**src/sv/bmi_pkg.sv**
```systemverilog
package bmi_pkg;

    // Fixed field widths of the channels and the configuration port
    localparam int DATA_W     = 8;
    localparam int COUNT_W    = 4;
    localparam int CFG_IDX_W  = 2;
    localparam int CFG_DATA_W = 8;

    // Default geometry limits and element width
    localparam int DEF_MAX_ROWS      = 8;
    localparam int DEF_MAX_COLS      = 8;
    localparam int DEF_ELEMENT_WIDTH = 8;

    // Register indexes
    localparam logic [CFG_IDX_W-1:0] REG_ROW_COUNT = 2'd0;
    localparam logic [CFG_IDX_W-1:0] REG_COL_COUNT = 2'd1;
    localparam logic [CFG_IDX_W-1:0] REG_DIRECTION = 2'd2;
    localparam logic [CFG_IDX_W-1:0] REG_PAD_VALUE = 2'd3;

    // Register reset values
    localparam logic [COUNT_W-1:0]    ROW_COUNT_RST = 4'd8;
    localparam logic [COUNT_W-1:0]    COL_COUNT_RST = 4'd8;
    localparam logic                  DIRECTION_RST = 1'b0;
    localparam logic [CFG_DATA_W-1:0] PAD_VALUE_RST = 8'd0;

    // Controller to datapath
    typedef struct packed {
        logic wr_data;     // store the accepted element, advance write position
        logic wr_pad;      // store pad value, advance write position
        logic clr_pos;     // drop partial block
        logic latch_last;  // capture in_last of the accepted beat
        logic issue;       // read next output cell into the output register
    } bmi_cmd_t;

    // Datapath to controller
    typedef struct packed {
        logic in_at_end;   // write position is the final cell of the block
        logic out_at_end;  // read position is the final cell of the block
        logic dir;         // 1 deinterleave
        logic out_free;    // output register can take a new beat this cycle
    } bmi_status_t;

endpackage

```
**src/sv/bmi_in_if.sv**
```systemverilog
interface bmi_in_if;
    logic                        valid;
    logic                        ready;
    logic [bmi_pkg::DATA_W-1:0]  in_data;
    logic                        in_last;

    modport source (output valid, output in_data, output in_last, input ready);
    modport sink   (input valid, input in_data, input in_last, output ready);
endinterface

```
**src/sv/bmi_out_if.sv**
```systemverilog
interface bmi_out_if;
    logic                        valid;
    logic                        ready;
    logic [bmi_pkg::DATA_W-1:0]  out_data;
    logic                        block_end;
    logic                        message_end;

    modport source (output valid, output out_data, output block_end, output message_end,
                    input ready);
    modport sink   (input valid, input out_data, input block_end, input message_end,
                    output ready);
endinterface

```
**src/sv/bmi_ctrl.sv**
```systemverilog
module bmi_ctrl (
    input  logic                 clk,
    input  logic                 rst_n,
    input  logic                 in_valid,
    input  logic                 in_last,
    output logic                 in_ready,
    input  bmi_pkg::bmi_status_t status,
    output bmi_pkg::bmi_cmd_t    cmd
);
    import bmi_pkg::*;

    localparam logic [1:0] ST_IDLE = 2'd0;
    localparam logic [1:0] ST_PAD  = 2'd1;
    localparam logic [1:0] ST_EMIT = 2'd2;

    logic [1:0] state_reg;
    logic [1:0] state_next;
    logic       in_fire;

    assign in_ready = (state_reg == ST_IDLE);
    assign in_fire  = in_valid && in_ready;

    always_comb
    begin
        state_next = state_reg;
        cmd        = '0;
        unique case (state_reg)
            ST_IDLE:
            begin
                if (in_fire)
                begin
                    cmd.wr_data    = 1'b1;
                    cmd.latch_last = 1'b1;
                    if (status.in_at_end)
                    begin
                        state_next = ST_EMIT;
                    end
                    else if (in_last)
                    begin
                        if (status.dir)
                        begin
                            cmd.clr_pos = 1'b1;
                        end
                        else
                        begin
                            state_next = ST_PAD;
                        end
                    end
                end
            end
            ST_PAD:
            begin
                cmd.wr_pad = 1'b1;
                if (status.in_at_end)
                begin
                    state_next = ST_EMIT;
                end
            end
            ST_EMIT:
            begin
                cmd.issue = status.out_free;
                if (status.out_free && status.out_at_end)
                begin
                    state_next = ST_IDLE;
                end
            end
            default:
            begin
                state_next = ST_IDLE;
            end
        endcase
    end

    always_ff @(posedge clk or negedge rst_n)
    begin
        if (!rst_n)
        begin
            state_reg <= ST_IDLE;
        end
        else
        begin
            state_reg <= state_next;
        end
    end

endmodule

```
**src/sv/bmi_datapath.sv**
```systemverilog
module bmi_datapath #(
    parameter int MAX_ROWS      = bmi_pkg::DEF_MAX_ROWS,
    parameter int MAX_COLS      = bmi_pkg::DEF_MAX_COLS,
    parameter int ELEMENT_WIDTH = bmi_pkg::DEF_ELEMENT_WIDTH
) (
    input  logic                            clk,
    input  logic                            rst_n,
    input  logic                            cfg_we,
    input  logic [bmi_pkg::CFG_IDX_W-1:0]   cfg_index,
    input  logic [bmi_pkg::CFG_DATA_W-1:0]  cfg_data,
    input  logic [bmi_pkg::DATA_W-1:0]      in_data,
    input  logic                            in_last,
    input  logic                            out_ready,
    output logic                            out_valid,
    output logic [bmi_pkg::DATA_W-1:0]      out_data,
    output logic                            block_end,
    output logic                            message_end,
    input  bmi_pkg::bmi_cmd_t               cmd,
    output bmi_pkg::bmi_status_t            status
);
    import bmi_pkg::*;

    localparam int RW    = (MAX_ROWS > 1) ? $clog2(MAX_ROWS) : 1;
    localparam int CW    = (MAX_COLS > 1) ? $clog2(MAX_COLS) : 1;
    localparam int DEPTH = 1 << (RW + CW);

    // Configuration
    logic [COUNT_W-1:0]    row_count_reg;
    logic [COUNT_W-1:0]    col_count_reg;
    logic                  direction_reg;
    logic [CFG_DATA_W-1:0] pad_value_reg;

    // Write and read positions
    logic [RW-1:0] in_row_reg,  in_row_next;
    logic [CW-1:0] in_col_reg,  in_col_next;
    logic [RW-1:0] out_row_reg, out_row_next;
    logic [CW-1:0] out_col_reg, out_col_next;
    logic          last_reg;

    // Output register
    logic                     out_valid_reg;
    logic [ELEMENT_WIDTH-1:0] rd_reg;
    logic                     bend_reg;
    logic                     mend_reg;

    logic [ELEMENT_WIDTH-1:0] cell_mem [DEPTH];

    logic [RW-1:0]            r_last;
    logic [CW-1:0]            c_last;
    logic                     geom_wr;
    logic                     wr_en;
    logic [ELEMENT_WIDTH-1:0] wr_val;
    logic                     in_end, out_end;

    // Clamp geometry to 1..MAX, kept as last index
    always_comb
    begin
        if (row_count_reg == '0)
            r_last = '0;
        else if (row_count_reg > COUNT_W'(MAX_ROWS))
            r_last = RW'(MAX_ROWS - 1);
        else
            r_last = RW'(row_count_reg - COUNT_W'(1));

        if (col_count_reg == '0)
            c_last = '0;
        else if (col_count_reg > COUNT_W'(MAX_COLS))
            c_last = CW'(MAX_COLS - 1);
        else
            c_last = CW'(col_count_reg - COUNT_W'(1));
    end

    assign in_end  = (in_row_reg == r_last) && (in_col_reg == c_last);
    assign out_end = (out_row_reg == r_last) && (out_col_reg == c_last);

    // Write walk: row-major when interleaving, column-major when deinterleaving
    always_comb
    begin
        in_row_next = in_row_reg;
        in_col_next = in_col_reg;
        if (direction_reg)
        begin
            if (in_row_reg == r_last)
            begin
                in_row_next = '0;
                in_col_next = (in_col_reg == c_last) ? '0 : in_col_reg + CW'(1);
            end
            else
                in_row_next = in_row_reg + RW'(1);
        end
        else
        begin
            if (in_col_reg == c_last)
            begin
                in_col_next = '0;
                in_row_next = (in_row_reg == r_last) ? '0 : in_row_reg + RW'(1);
            end
            else
                in_col_next = in_col_reg + CW'(1);
        end
    end

    // Read walk: the opposite order
    always_comb
    begin
        out_row_next = out_row_reg;
        out_col_next = out_col_reg;
        if (!direction_reg)
        begin
            if (out_row_reg == r_last)
            begin
                out_row_next = '0;
                out_col_next = (out_col_reg == c_last) ? '0 : out_col_reg + CW'(1);
            end
            else
                out_row_next = out_row_reg + RW'(1);
        end
        else
        begin
            if (out_col_reg == c_last)
            begin
                out_col_next = '0;
                out_row_next = (out_row_reg == r_last) ? '0 : out_row_reg + RW'(1);
            end
            else
                out_col_next = out_col_reg + CW'(1);
        end
    end

    assign geom_wr = cfg_we && ((cfg_index == REG_ROW_COUNT) ||
                                (cfg_index == REG_COL_COUNT) ||
                                (cfg_index == REG_DIRECTION));
    assign wr_en   = cmd.wr_data || cmd.wr_pad;
    assign wr_val  = cmd.wr_pad ? pad_value_reg[ELEMENT_WIDTH-1:0]
                                : in_data[ELEMENT_WIDTH-1:0];

    always_ff @(posedge clk or negedge rst_n)
    begin
        if (!rst_n)
        begin
            row_count_reg <= ROW_COUNT_RST;
            col_count_reg <= COL_COUNT_RST;
            direction_reg <= DIRECTION_RST;
            pad_value_reg <= PAD_VALUE_RST;
        end
        else if (cfg_we)
        begin
            unique case (cfg_index)
                REG_ROW_COUNT: row_count_reg <= cfg_data[COUNT_W-1:0];
                REG_COL_COUNT: col_count_reg <= cfg_data[COUNT_W-1:0];
                REG_DIRECTION: direction_reg <= cfg_data[0];
                REG_PAD_VALUE: pad_value_reg <= cfg_data;
                default:       ;
            endcase
        end
    end

    always_ff @(posedge clk or negedge rst_n)
    begin
        if (!rst_n)
        begin
            in_row_reg    <= '0;
            in_col_reg    <= '0;
            out_row_reg   <= '0;
            out_col_reg   <= '0;
            last_reg      <= 1'b0;
            out_valid_reg <= 1'b0;
        end
        else
        begin
            if (geom_wr || cmd.clr_pos)
            begin
                in_row_reg <= '0;
                in_col_reg <= '0;
            end
            else if (wr_en)
            begin
                in_row_reg <= in_row_next;
                in_col_reg <= in_col_next;
            end

            if (cmd.latch_last)
                last_reg <= in_last;

            if (cmd.issue)
            begin
                out_row_reg   <= out_row_next;
                out_col_reg   <= out_col_next;
                out_valid_reg <= 1'b1;
            end
            else if (out_ready)
                out_valid_reg <= 1'b0;
        end
    end

    // Block store and registered read port
    always_ff @(posedge clk)
    begin
        if (wr_en)
            cell_mem[{in_row_reg, in_col_reg}] <= wr_val;
        if (cmd.issue)
        begin
            rd_reg   <= cell_mem[{out_row_reg, out_col_reg}];
            bend_reg <= out_end;
            mend_reg <= out_end && last_reg;
        end
    end

    assign out_valid   = out_valid_reg;
    assign out_data    = DATA_W'(rd_reg);
    assign block_end   = bend_reg;
    assign message_end = mend_reg;

    always_comb
    begin
        status.in_at_end  = in_end;
        status.out_at_end = out_end;
        status.dir        = direction_reg;
        status.out_free   = !out_valid_reg || out_ready;
    end

endmodule

```
**src/sv/block_matrix_interleaver_unit.sv**
```systemverilog
// Row-column block interleaver. Elements enter one per beat and fill a block of
// row_count x col_count cells: row by row when interleaving (direction 0), column
// by column when deinterleaving (direction 1). The element that completes a block
// starts emission: the block's R*C elements leave in the opposite order at one beat
// per cycle while the sink is ready, block_end marks the final beat of a block and
// message_end the final beat of a block closed by in_last. No element is taken
// while a block is padded or emitted: the single block buffer is either being
// filled or being emitted. When in_last arrives on a partial block, interleave
// mode writes pad_value into the remaining cells and then emits the block;
// deinterleave mode drops the partial block without output. Counts of 0 act as 1
// and counts above the maximum act as the maximum. Writing row_count, col_count or
// direction discards a partial block; the user must see that registers are written
// only while the block is idle, which the block itself does not enforce.
module block_matrix_interleaver_unit #(
    parameter int MAX_ROWS      = bmi_pkg::DEF_MAX_ROWS,
    parameter int MAX_COLS      = bmi_pkg::DEF_MAX_COLS,
    parameter int ELEMENT_WIDTH = bmi_pkg::DEF_ELEMENT_WIDTH
) (
    input  logic                           clk,
    input  logic                           rst_n,
    input  logic                           cfg_we,
    input  logic [bmi_pkg::CFG_IDX_W-1:0]  cfg_index,
    input  logic [bmi_pkg::CFG_DATA_W-1:0] cfg_data,
    bmi_in_if.sink                         in_ch,
    bmi_out_if.source                      out_ch
);
    import bmi_pkg::*;

    bmi_cmd_t    cmd;      // controller commands to the datapath
    bmi_status_t status;   // datapath position and output status

    // Sequencer: accept, pad, emit
    bmi_ctrl u_ctrl (
        .clk      (clk),
        .rst_n    (rst_n),
        .in_valid (in_ch.valid),
        .in_last  (in_ch.in_last),
        .in_ready (in_ch.ready),
        .status   (status),
        .cmd      (cmd)
    );

    // Registers, block store, position walkers and output register
    bmi_datapath #(
        .MAX_ROWS      (MAX_ROWS),
        .MAX_COLS      (MAX_COLS),
        .ELEMENT_WIDTH (ELEMENT_WIDTH)
    ) u_datapath (
        .clk         (clk),
        .rst_n       (rst_n),
        .cfg_we      (cfg_we),
        .cfg_index   (cfg_index),
        .cfg_data    (cfg_data),
        .in_data     (in_ch.in_data),
        .in_last     (in_ch.in_last),
        .out_ready   (out_ch.ready),
        .out_valid   (out_ch.valid),
        .out_data    (out_ch.out_data),
        .block_end   (out_ch.block_end),
        .message_end (out_ch.message_end),
        .cmd         (cmd),
        .status      (status)
    );

endmodule

```
**src/flat_wrapper.sv**
```systemverilog
// flat-port wrapper written by rule: the top's interface ports become plain ports
module block_matrix_interleaver_unit_flat import bmi_pkg::*;
#(
    parameter int MAX_ROWS      = bmi_pkg::DEF_MAX_ROWS,
    parameter int MAX_COLS      = bmi_pkg::DEF_MAX_COLS,
    parameter int ELEMENT_WIDTH = bmi_pkg::DEF_ELEMENT_WIDTH
)
  (clk, rst_n, cfg_we, cfg_index, cfg_data, in_ch_valid, in_ch_in_data, in_ch_in_last, in_ch_ready, out_ch_valid, out_ch_out_data, out_ch_block_end, out_ch_message_end, out_ch_ready);
  bmi_in_if in_ch_i ();
  bmi_out_if out_ch_i ();
  input  logic clk;
  input  logic rst_n;
  input  logic cfg_we;
  input  logic [bmi_pkg::CFG_IDX_W-1:0] cfg_index;
  input  logic [bmi_pkg::CFG_DATA_W-1:0] cfg_data;
  input wire logic [$bits(in_ch_i.valid)-1:0] in_ch_valid;
  input wire logic [$bits(in_ch_i.in_data)-1:0] in_ch_in_data;
  input wire logic [$bits(in_ch_i.in_last)-1:0] in_ch_in_last;
  output wire logic [$bits(in_ch_i.ready)-1:0] in_ch_ready;
  output wire logic [$bits(out_ch_i.valid)-1:0] out_ch_valid;
  output wire logic [$bits(out_ch_i.out_data)-1:0] out_ch_out_data;
  output wire logic [$bits(out_ch_i.block_end)-1:0] out_ch_block_end;
  output wire logic [$bits(out_ch_i.message_end)-1:0] out_ch_message_end;
  input wire logic [$bits(out_ch_i.ready)-1:0] out_ch_ready;
  assign in_ch_i.valid = in_ch_valid;
  assign in_ch_i.in_data = in_ch_in_data;
  assign in_ch_i.in_last = in_ch_in_last;
  assign in_ch_ready = in_ch_i.ready;
  assign out_ch_valid = out_ch_i.valid;
  assign out_ch_out_data = out_ch_i.out_data;
  assign out_ch_block_end = out_ch_i.block_end;
  assign out_ch_message_end = out_ch_i.message_end;
  assign out_ch_i.ready = out_ch_ready;
  block_matrix_interleaver_unit #(.MAX_ROWS(MAX_ROWS), .MAX_COLS(MAX_COLS), .ELEMENT_WIDTH(ELEMENT_WIDTH)) u_core (.clk(clk), .rst_n(rst_n), .cfg_we(cfg_we), .cfg_index(cfg_index), .cfg_data(cfg_data), .in_ch(in_ch_i), .out_ch(out_ch_i));
endmodule
```
**config.mk**
```make
export PLATFORM = sky130hd
export DESIGN_NAME = block_matrix_interleaver_unit_flat
export DESIGN_NICKNAME = d
export VERILOG_FILES = /design/src/sv/bmi_pkg.sv /design/src/sv/bmi_in_if.sv /design/src/sv/bmi_out_if.sv /design/src/sv/bmi_ctrl.sv /design/src/sv/bmi_datapath.sv /design/src/sv/block_matrix_interleaver_unit.sv /design/src/flat_wrapper.sv
export SDC_FILE = /design/constraint.sdc
export NUM_CORES = 1
export LEC_CHECK = 0
export ABC_AREA = 0
export BUFFER_PORTS_ARGS = -buffer_cell sky130_fd_sc_hd__buf_2
export CAP_MARGIN = 20
export CORE_ASPECT_RATIO = 0.8
export CORE_MARGIN = 1.5
export CORE_UTILIZATION = 55
export DETAILED_ROUTE_END_ITERATION = 8
export PLACE_DENSITY = 0.71
export SLEW_MARGIN = 0
export SYNTH_ARGS = -nofsm -noshare
export SYNTH_HDL_FRONTEND = slang
export SYNTH_SLANG_ARGS = --single-unit
export TNS_END_PERCENT = 5
```
**constraint.sdc**
```tcl
create_clock -name clk -period 4.6 [get_ports clk]
set_input_delay 0.69 -clock clk [delete_from_list [all_inputs] [get_ports clk]]
set_output_delay 0.69 -clock clk [all_outputs]
set_load 0.01 [all_outputs]
```
Word-level counts from Yosys, hierarchy flattened
Memory sizes are Yosys's and may differ from the RTL's. A register that Yosys moved wholly into a read port is not among the register bits.
Cells that the tools add are included.
{"block": "word_totals", "rom_bits": 0, "memories": 1, "ramBits": 512, "output_inout_bits": 12, "latch_bits": 0, "input_bits": 24, "elab_cells": 108, "register_bits": 35}
{"block": "classes", "n_bitwise": 0, "n_mux": 41, "magnitude_cmp": 2, "div": 0, "n_mul": 0, "n_shift": 0, "n_addsub": 6, "eq_ne": 16, "n_reduce_logical": 29}
{"name": "u_core.u_datapath.cell_mem", "words": 64, "word_bits": 8, "rd": 1, "rd_ports_with_merged_regs": 1, "wr": 1, "line_no": "bmi_datapath.sv:46", "rtl": "logic [ELEMENT_WIDTH-1:0] cell_mem [DEPTH];"}
{"operator": "3-bit two-way mux", "n": 20}
{"operator": "2-bit two-way mux", "n": 8}
{"operator": "2-bit AND reduction", "n": 8}
{"operator": "3-bit by 1-bit adder with 3-bit output, second input constant", "n": 4}
{"operator": "3-bit equality test", "n": 4}
{"operator": "1-bit two-way mux", "n": 11}
{"operator": "4-bit > comparator, second input constant", "n": 2}
{"operator": "4-bit zero test", "n": 2}
{"operator": "8-bit two-way mux", "n": 1}
{"operator": "2-bit equality test, second input constant", "n": 3}
{"operator": "1-bit logical AND", "n": 6}
{"operator": "3-bit != test, second input constant", "n": 2}
{"operator": "2-bit one-hot mux with 3 select lines", "n": 1}
{"operator": "2-bit nonzero test", "n": 3}
{"operator": "3-bit by 1-bit subtractor with 3-bit output, second input constant", "n": 2}
{"operator": "1-bit logical OR", "n": 5}
{"operator": "5-bit AND reduction", "n": 1}
{"operator": "2-bit by 1-bit equality test with 1-bit output, second input constant", "n": 2}
{"operator": "2-bit zero test", "n": 2}
{"operator": "2-bit by 1-bit != test with 1-bit output, second input constant", "n": 2}
{"operator": "2-bit != test, second input constant", "n": 2}
{"operator": "3-bit by 1-bit != test with 1-bit output, second input constant", "n": 1}
{"operator": "3-bit nonzero test", "n": 1}
{"operator": "1-bit zero test", "n": 1}

Longest topological paths before layout
{"block": "depth", "ltp_word": 11, "ltp_mapped": 9}

By module
From an unflattened synthesis, not the netlist that was laid out.
{"block": "hier_totals", "cells_unflattened": 1075, "area_unflattened_um2": 22346.4}
{"module": "bmi_datapath", "area_per_inst_um2": 22210.1, "seq_area_each_um2": 16453.3, "instances": 1, "cells_each": 1061}
{"module": "bmi_ctrl", "area_per_inst_um2": 136.4, "seq_area_each_um2": 50.0, "instances": 1, "cells_each": 14}

Least setup slack after synthesis
OpenSTA, ideal clock, no wires.
{"block": "synth_timing", "kind": "reg-to-reg", "start": "register u_core.u_datapath.out_col_reg[1]", "end": "register u_core.u_datapath.rd_reg[0], in the netlist u_core.u_datapath.out_data[0] (read register of u_core.u_datapath.cell_mem), data pin", "required_time_ns": 4.326, "stages_incl_launch_ff": 9, "path_buffers": 4, "arrival_time_ns": 2.135, "slack_ns": 2.191, "cell_sequence": "dfrtp_1 clkbuf_1 buf_2 clkbuf_1 buf_2 mux4_2 mux4_2 nand2_1 a31oi_1"}
{"item": "start: declaration", "line_no": "bmi_datapath.sv:37", "rtl": "logic [CW-1:0] out_col_reg, out_col_next;"}
{"item": "start signal: assignment", "line_no": "bmi_datapath.sv:188", "rtl": "out_col_reg <= out_col_next;"}
{"item": "end: declaration", "line_no": "bmi_datapath.sv:42", "rtl": "logic [ELEMENT_WIDTH-1:0] rd_reg;"}

==> impl_metrics.py <==
metrics = {
    "run_status": {
        "outcome": "completed",
    },
    "floorplan": {
        "fp.dieH_um": 183.7,
        "die_w_um": 228.9,
        "rows": 66,
        "coreArea_um2": 40460,
        "io_pins": 36,
        "die_area_um2": 42070,
        "initial_core_util": 0.5551,
    },
    "setup_path": {
        "crit_top_cell": "mux4_2",
        "worst_path_max_delay_cell": "dfrtp_4",
        "rr_worst_depth": 5,
        "start_kind": "flop",
        "crit_chain": "buf_12, mux4_2, mux4_2, a211oi_1, a31oi_1",
        "cp_slowest_stage_delay_ns": 1.00,
        "cp_max_fo": 51,
        "path_class": "flop to flop",
        "arrival_ns": 3.72,
        "required_ns": 4.87,
        "setup.worst_path.end_class": "flop",
    },
    "detailed_routing": {
        "routed_wl_um": 48700,
        "drcViolationCount": 0,
        "vias": 10990,
        "via_per_inst": 6.362,
        "drt-initial-drc-count": 1327,
        "ant_nets": 0,
        "wire_per_inst_um": 28.20,
        "first_pass_iters": 5,
    },
    "logic_synthesis": {
        "synth-edff-count": 522,
        "syn_inst": 1093,
        "yosysWarnings": 0,
        "netlist_top_cells_area": "edfxtp_1 (70%), mux4_2 (16%), dfrtp_1 (3.5%), nor2_1 (1.4%), mux2_2 (1.2%)",
        "synthFlopType": "edfxtp_1",
        "synth_top_area_cell": "edfxtp_1",
        "synth.distinct_cells": 70,
        "avgSynthCellArea_um2": 20.55,
        "synth_seq_cells": 555,
        "yosysTopAreaCellShare": 0.6979,
        "synthArstFlopShare": 0.05946,
        "synth_nets": 1123,
        "seq_area_frac_synth": 0.7348,
        "netlist_area_um2": 22460,
    },
    "power": {
        "vdd_ir_drop_max_v": 0.0003470,
        "leakage_uw": 0.008056,
        "power_density_nw_per_um2": 593.4,
    },
    "place": {
        "io_buffers": 35,
        "finalWeightedCongestion": 0.8189,
        "post-dp-hpwl_um": 29230,
        "post-place-ws_ns": 1.143,
    },
    "sta": {
        "final.setup.worst_slack_ns": 1.144,
        "period_needed_ns": 3.456,
        "skew_ns": 0.01646,
        "min_period_over_period": 0.7512,
        "worst_pin_slew_ns": 1.158,
        "slew_headroom": 0.2252,
        "max_freq_ghz": 0.2894,
        "rsz0062_at_grt": "no",
        "hold_viol": 0,
        "final-setup-viol-count": 0,
        "final.setup.tns_ns": 0,
        "finalMaxSlewViolations": 0,
        "hold_ws_ns": 0.1834,
    },
    "layout": {
        "seq_area_um2": 16510,
        "fin_nets": 1172,
        "syn_to_final_growth_pct": 10.92,
        "fillCellCount": 2779,
        "antenna_cells": 0,
        "drive_gt1_frac": 0.2857,
        "multi_input_area_um2": 5552,
        "largest_register_ffs": 512,
    },
    "cts": {
        "root_buffer": "clkbuf_16",
        "clkLatencyLatePin_ns": 0.58,
        "cts_setup_buffers": 0,
        "cts.path.max_buffers": 3,
        "htree_num_levels": 2,
        "path_clk_slew_ns": 0.06,
        "post_cts_resized": 0,
        "ctsHoldBuffers": 0,
        "cts_buffers": 50,
        "cts_tree": "done",
        "clock-sinks": 555,
    },
    "global_route": {
        "grt_pass1_vias": 10730,
        "grt_max_degree": 81,
        "grt_pass1_wl_um": 71370,
        "grt-ovfl-total": 0,
        "track_usage": 0.2362,
        "antenna_found_initial": 0,
    },
    "job": {
        "cap_viol_max_count": 0,
    },
    "worst_hold_path": {
        "hold_path_class": "input pin to asynchronous set/reset pin",
    },
}
cell usage after synthesis, types with 6 or more instances:
master	instances
inv_1	13
ha_1	6
nor2b_1	6
nand3b_1	7
buf_6	13
edfxtp_1	522
mux4_2	160
a21oi_1	6
and2_1	11
clkbuf_1	24
nand2_1	46
mux2_2	23
nor2_1	82
a31oi_1	10
a211oi_1	13
buf_2	18
nand2b_1	7
dfrtp_1	31
kinds of logic after synthesis:
group,Yosys count,share of synthesized area
DFF,555,0.7348
and+or+nand+nor,198,0.04379
muxes,188,0.1742
buffers and inverters,74,0.01805
AOI/OAI and AO/OA,65,0.02295
adders and majority gates,8,0.004289
xor gates and xnor gates,5,0.001950
path summary, 6_finish.rpt:
kind / from / slack [ns] / to
min in group clk: cfg_data[4] / 0.35 / u_core.u_datapath.pad_value_reg[4]
max in group asynchronous: rst_n / 3.86 / u_core.u_datapath.out_col_reg[1]
worst min register to register: u_core.u_datapath.pad_value_reg[0] / 0.50 / u_core.u_datapath.pad_value_reg[0]
worst max-delay path: u_core.u_datapath.out_col_reg[0] / 1.14 / u_core.u_datapath.out_data[3]
worst max register to register: u_core.u_datapath.out_col_reg[0] / 1.14 / u_core.u_datapath.out_data[3]
worst min-delay path: rst_n / 0.18 / u_core.u_datapath.in_row_reg[2]
routing by layer:
metal,vias up,part of all wire,global-route usage
met5,-,0,0
li1,4599,-,-
met3,71,0.083,0.04482
met1,5810,0.44,0.3658
met4,0,0.020,0.05974
met2,507,0.46,0.3508
report_power, final:
group,switching [uW],leakage [uW],internal (uW)
logic,2190,0.00212,1510
registers,377,0.00510,6460
clock network,1790,0.000829,2460
total,4360,0.00806,10400
cell type report:
cell class / instances / area share
clock inverter: 29 / 0.01090
inverter: 16 / 0.002411
multi-input combinational: 464 / 0.2228
sequential: 555 / 0.6627
clock buffer: 64 / 0.05690
timing repair buffer: 55 / 0.01688
tap: 544 / 0.02732
layout by cell type (no fill, tap or decap), types with 5 or more instances in the layout:
cell,Yosys,routed
nor3_1,5,5
clkbuf_1,24,6
mux2_2,23,23
edfxtp_1,522,522
nand3b_1,7,7
dfrtp_1,31,29
a31oi_1,10,10
nand2b_1,7,7
ha_1,6,6
bufinv_16,0,5
a21oi_1,6,6
inv_1,13,13
clkbuf_8,0,5
clkinv_1,1,8
nor3b_1,5,5
buf_4,2,11
nor2_1,82,82
buf_2,18,35
nand2_1,46,46
mux4_2,160,160
clkinv_2,0,13
nor2b_1,6,6
a211oi_1,13,13
o21ai_0,5,5
mux2i_1,5,5
clkbuf_16,0,53
and2_1,11,11
buf_12,0,7
metrics by stage:
stage                     total power (uW)  instance area (um2)    util  instances
after floorplan                       9358                22460       -       1093
after global placement               10500                23120  0.5714       1628
after detailed placement             10610                23160  0.5724       1630
after CTS                            14830                24850  0.6141       1723
after global routing                 15300                24910  0.6157       1727
final                                14780                24910  0.6157       1727
critical path: cells and delay by family (launching register included):
kind / cells / cell delay, ns
multiplexers: 2 / 1.02
flip-flops: 1 / 1.00
buffers and inverters: 1 / 0.42
AO/OA/AOI/OAI: 2 / 0.58
Note: power is estimated with default switching activity, not from simulation.
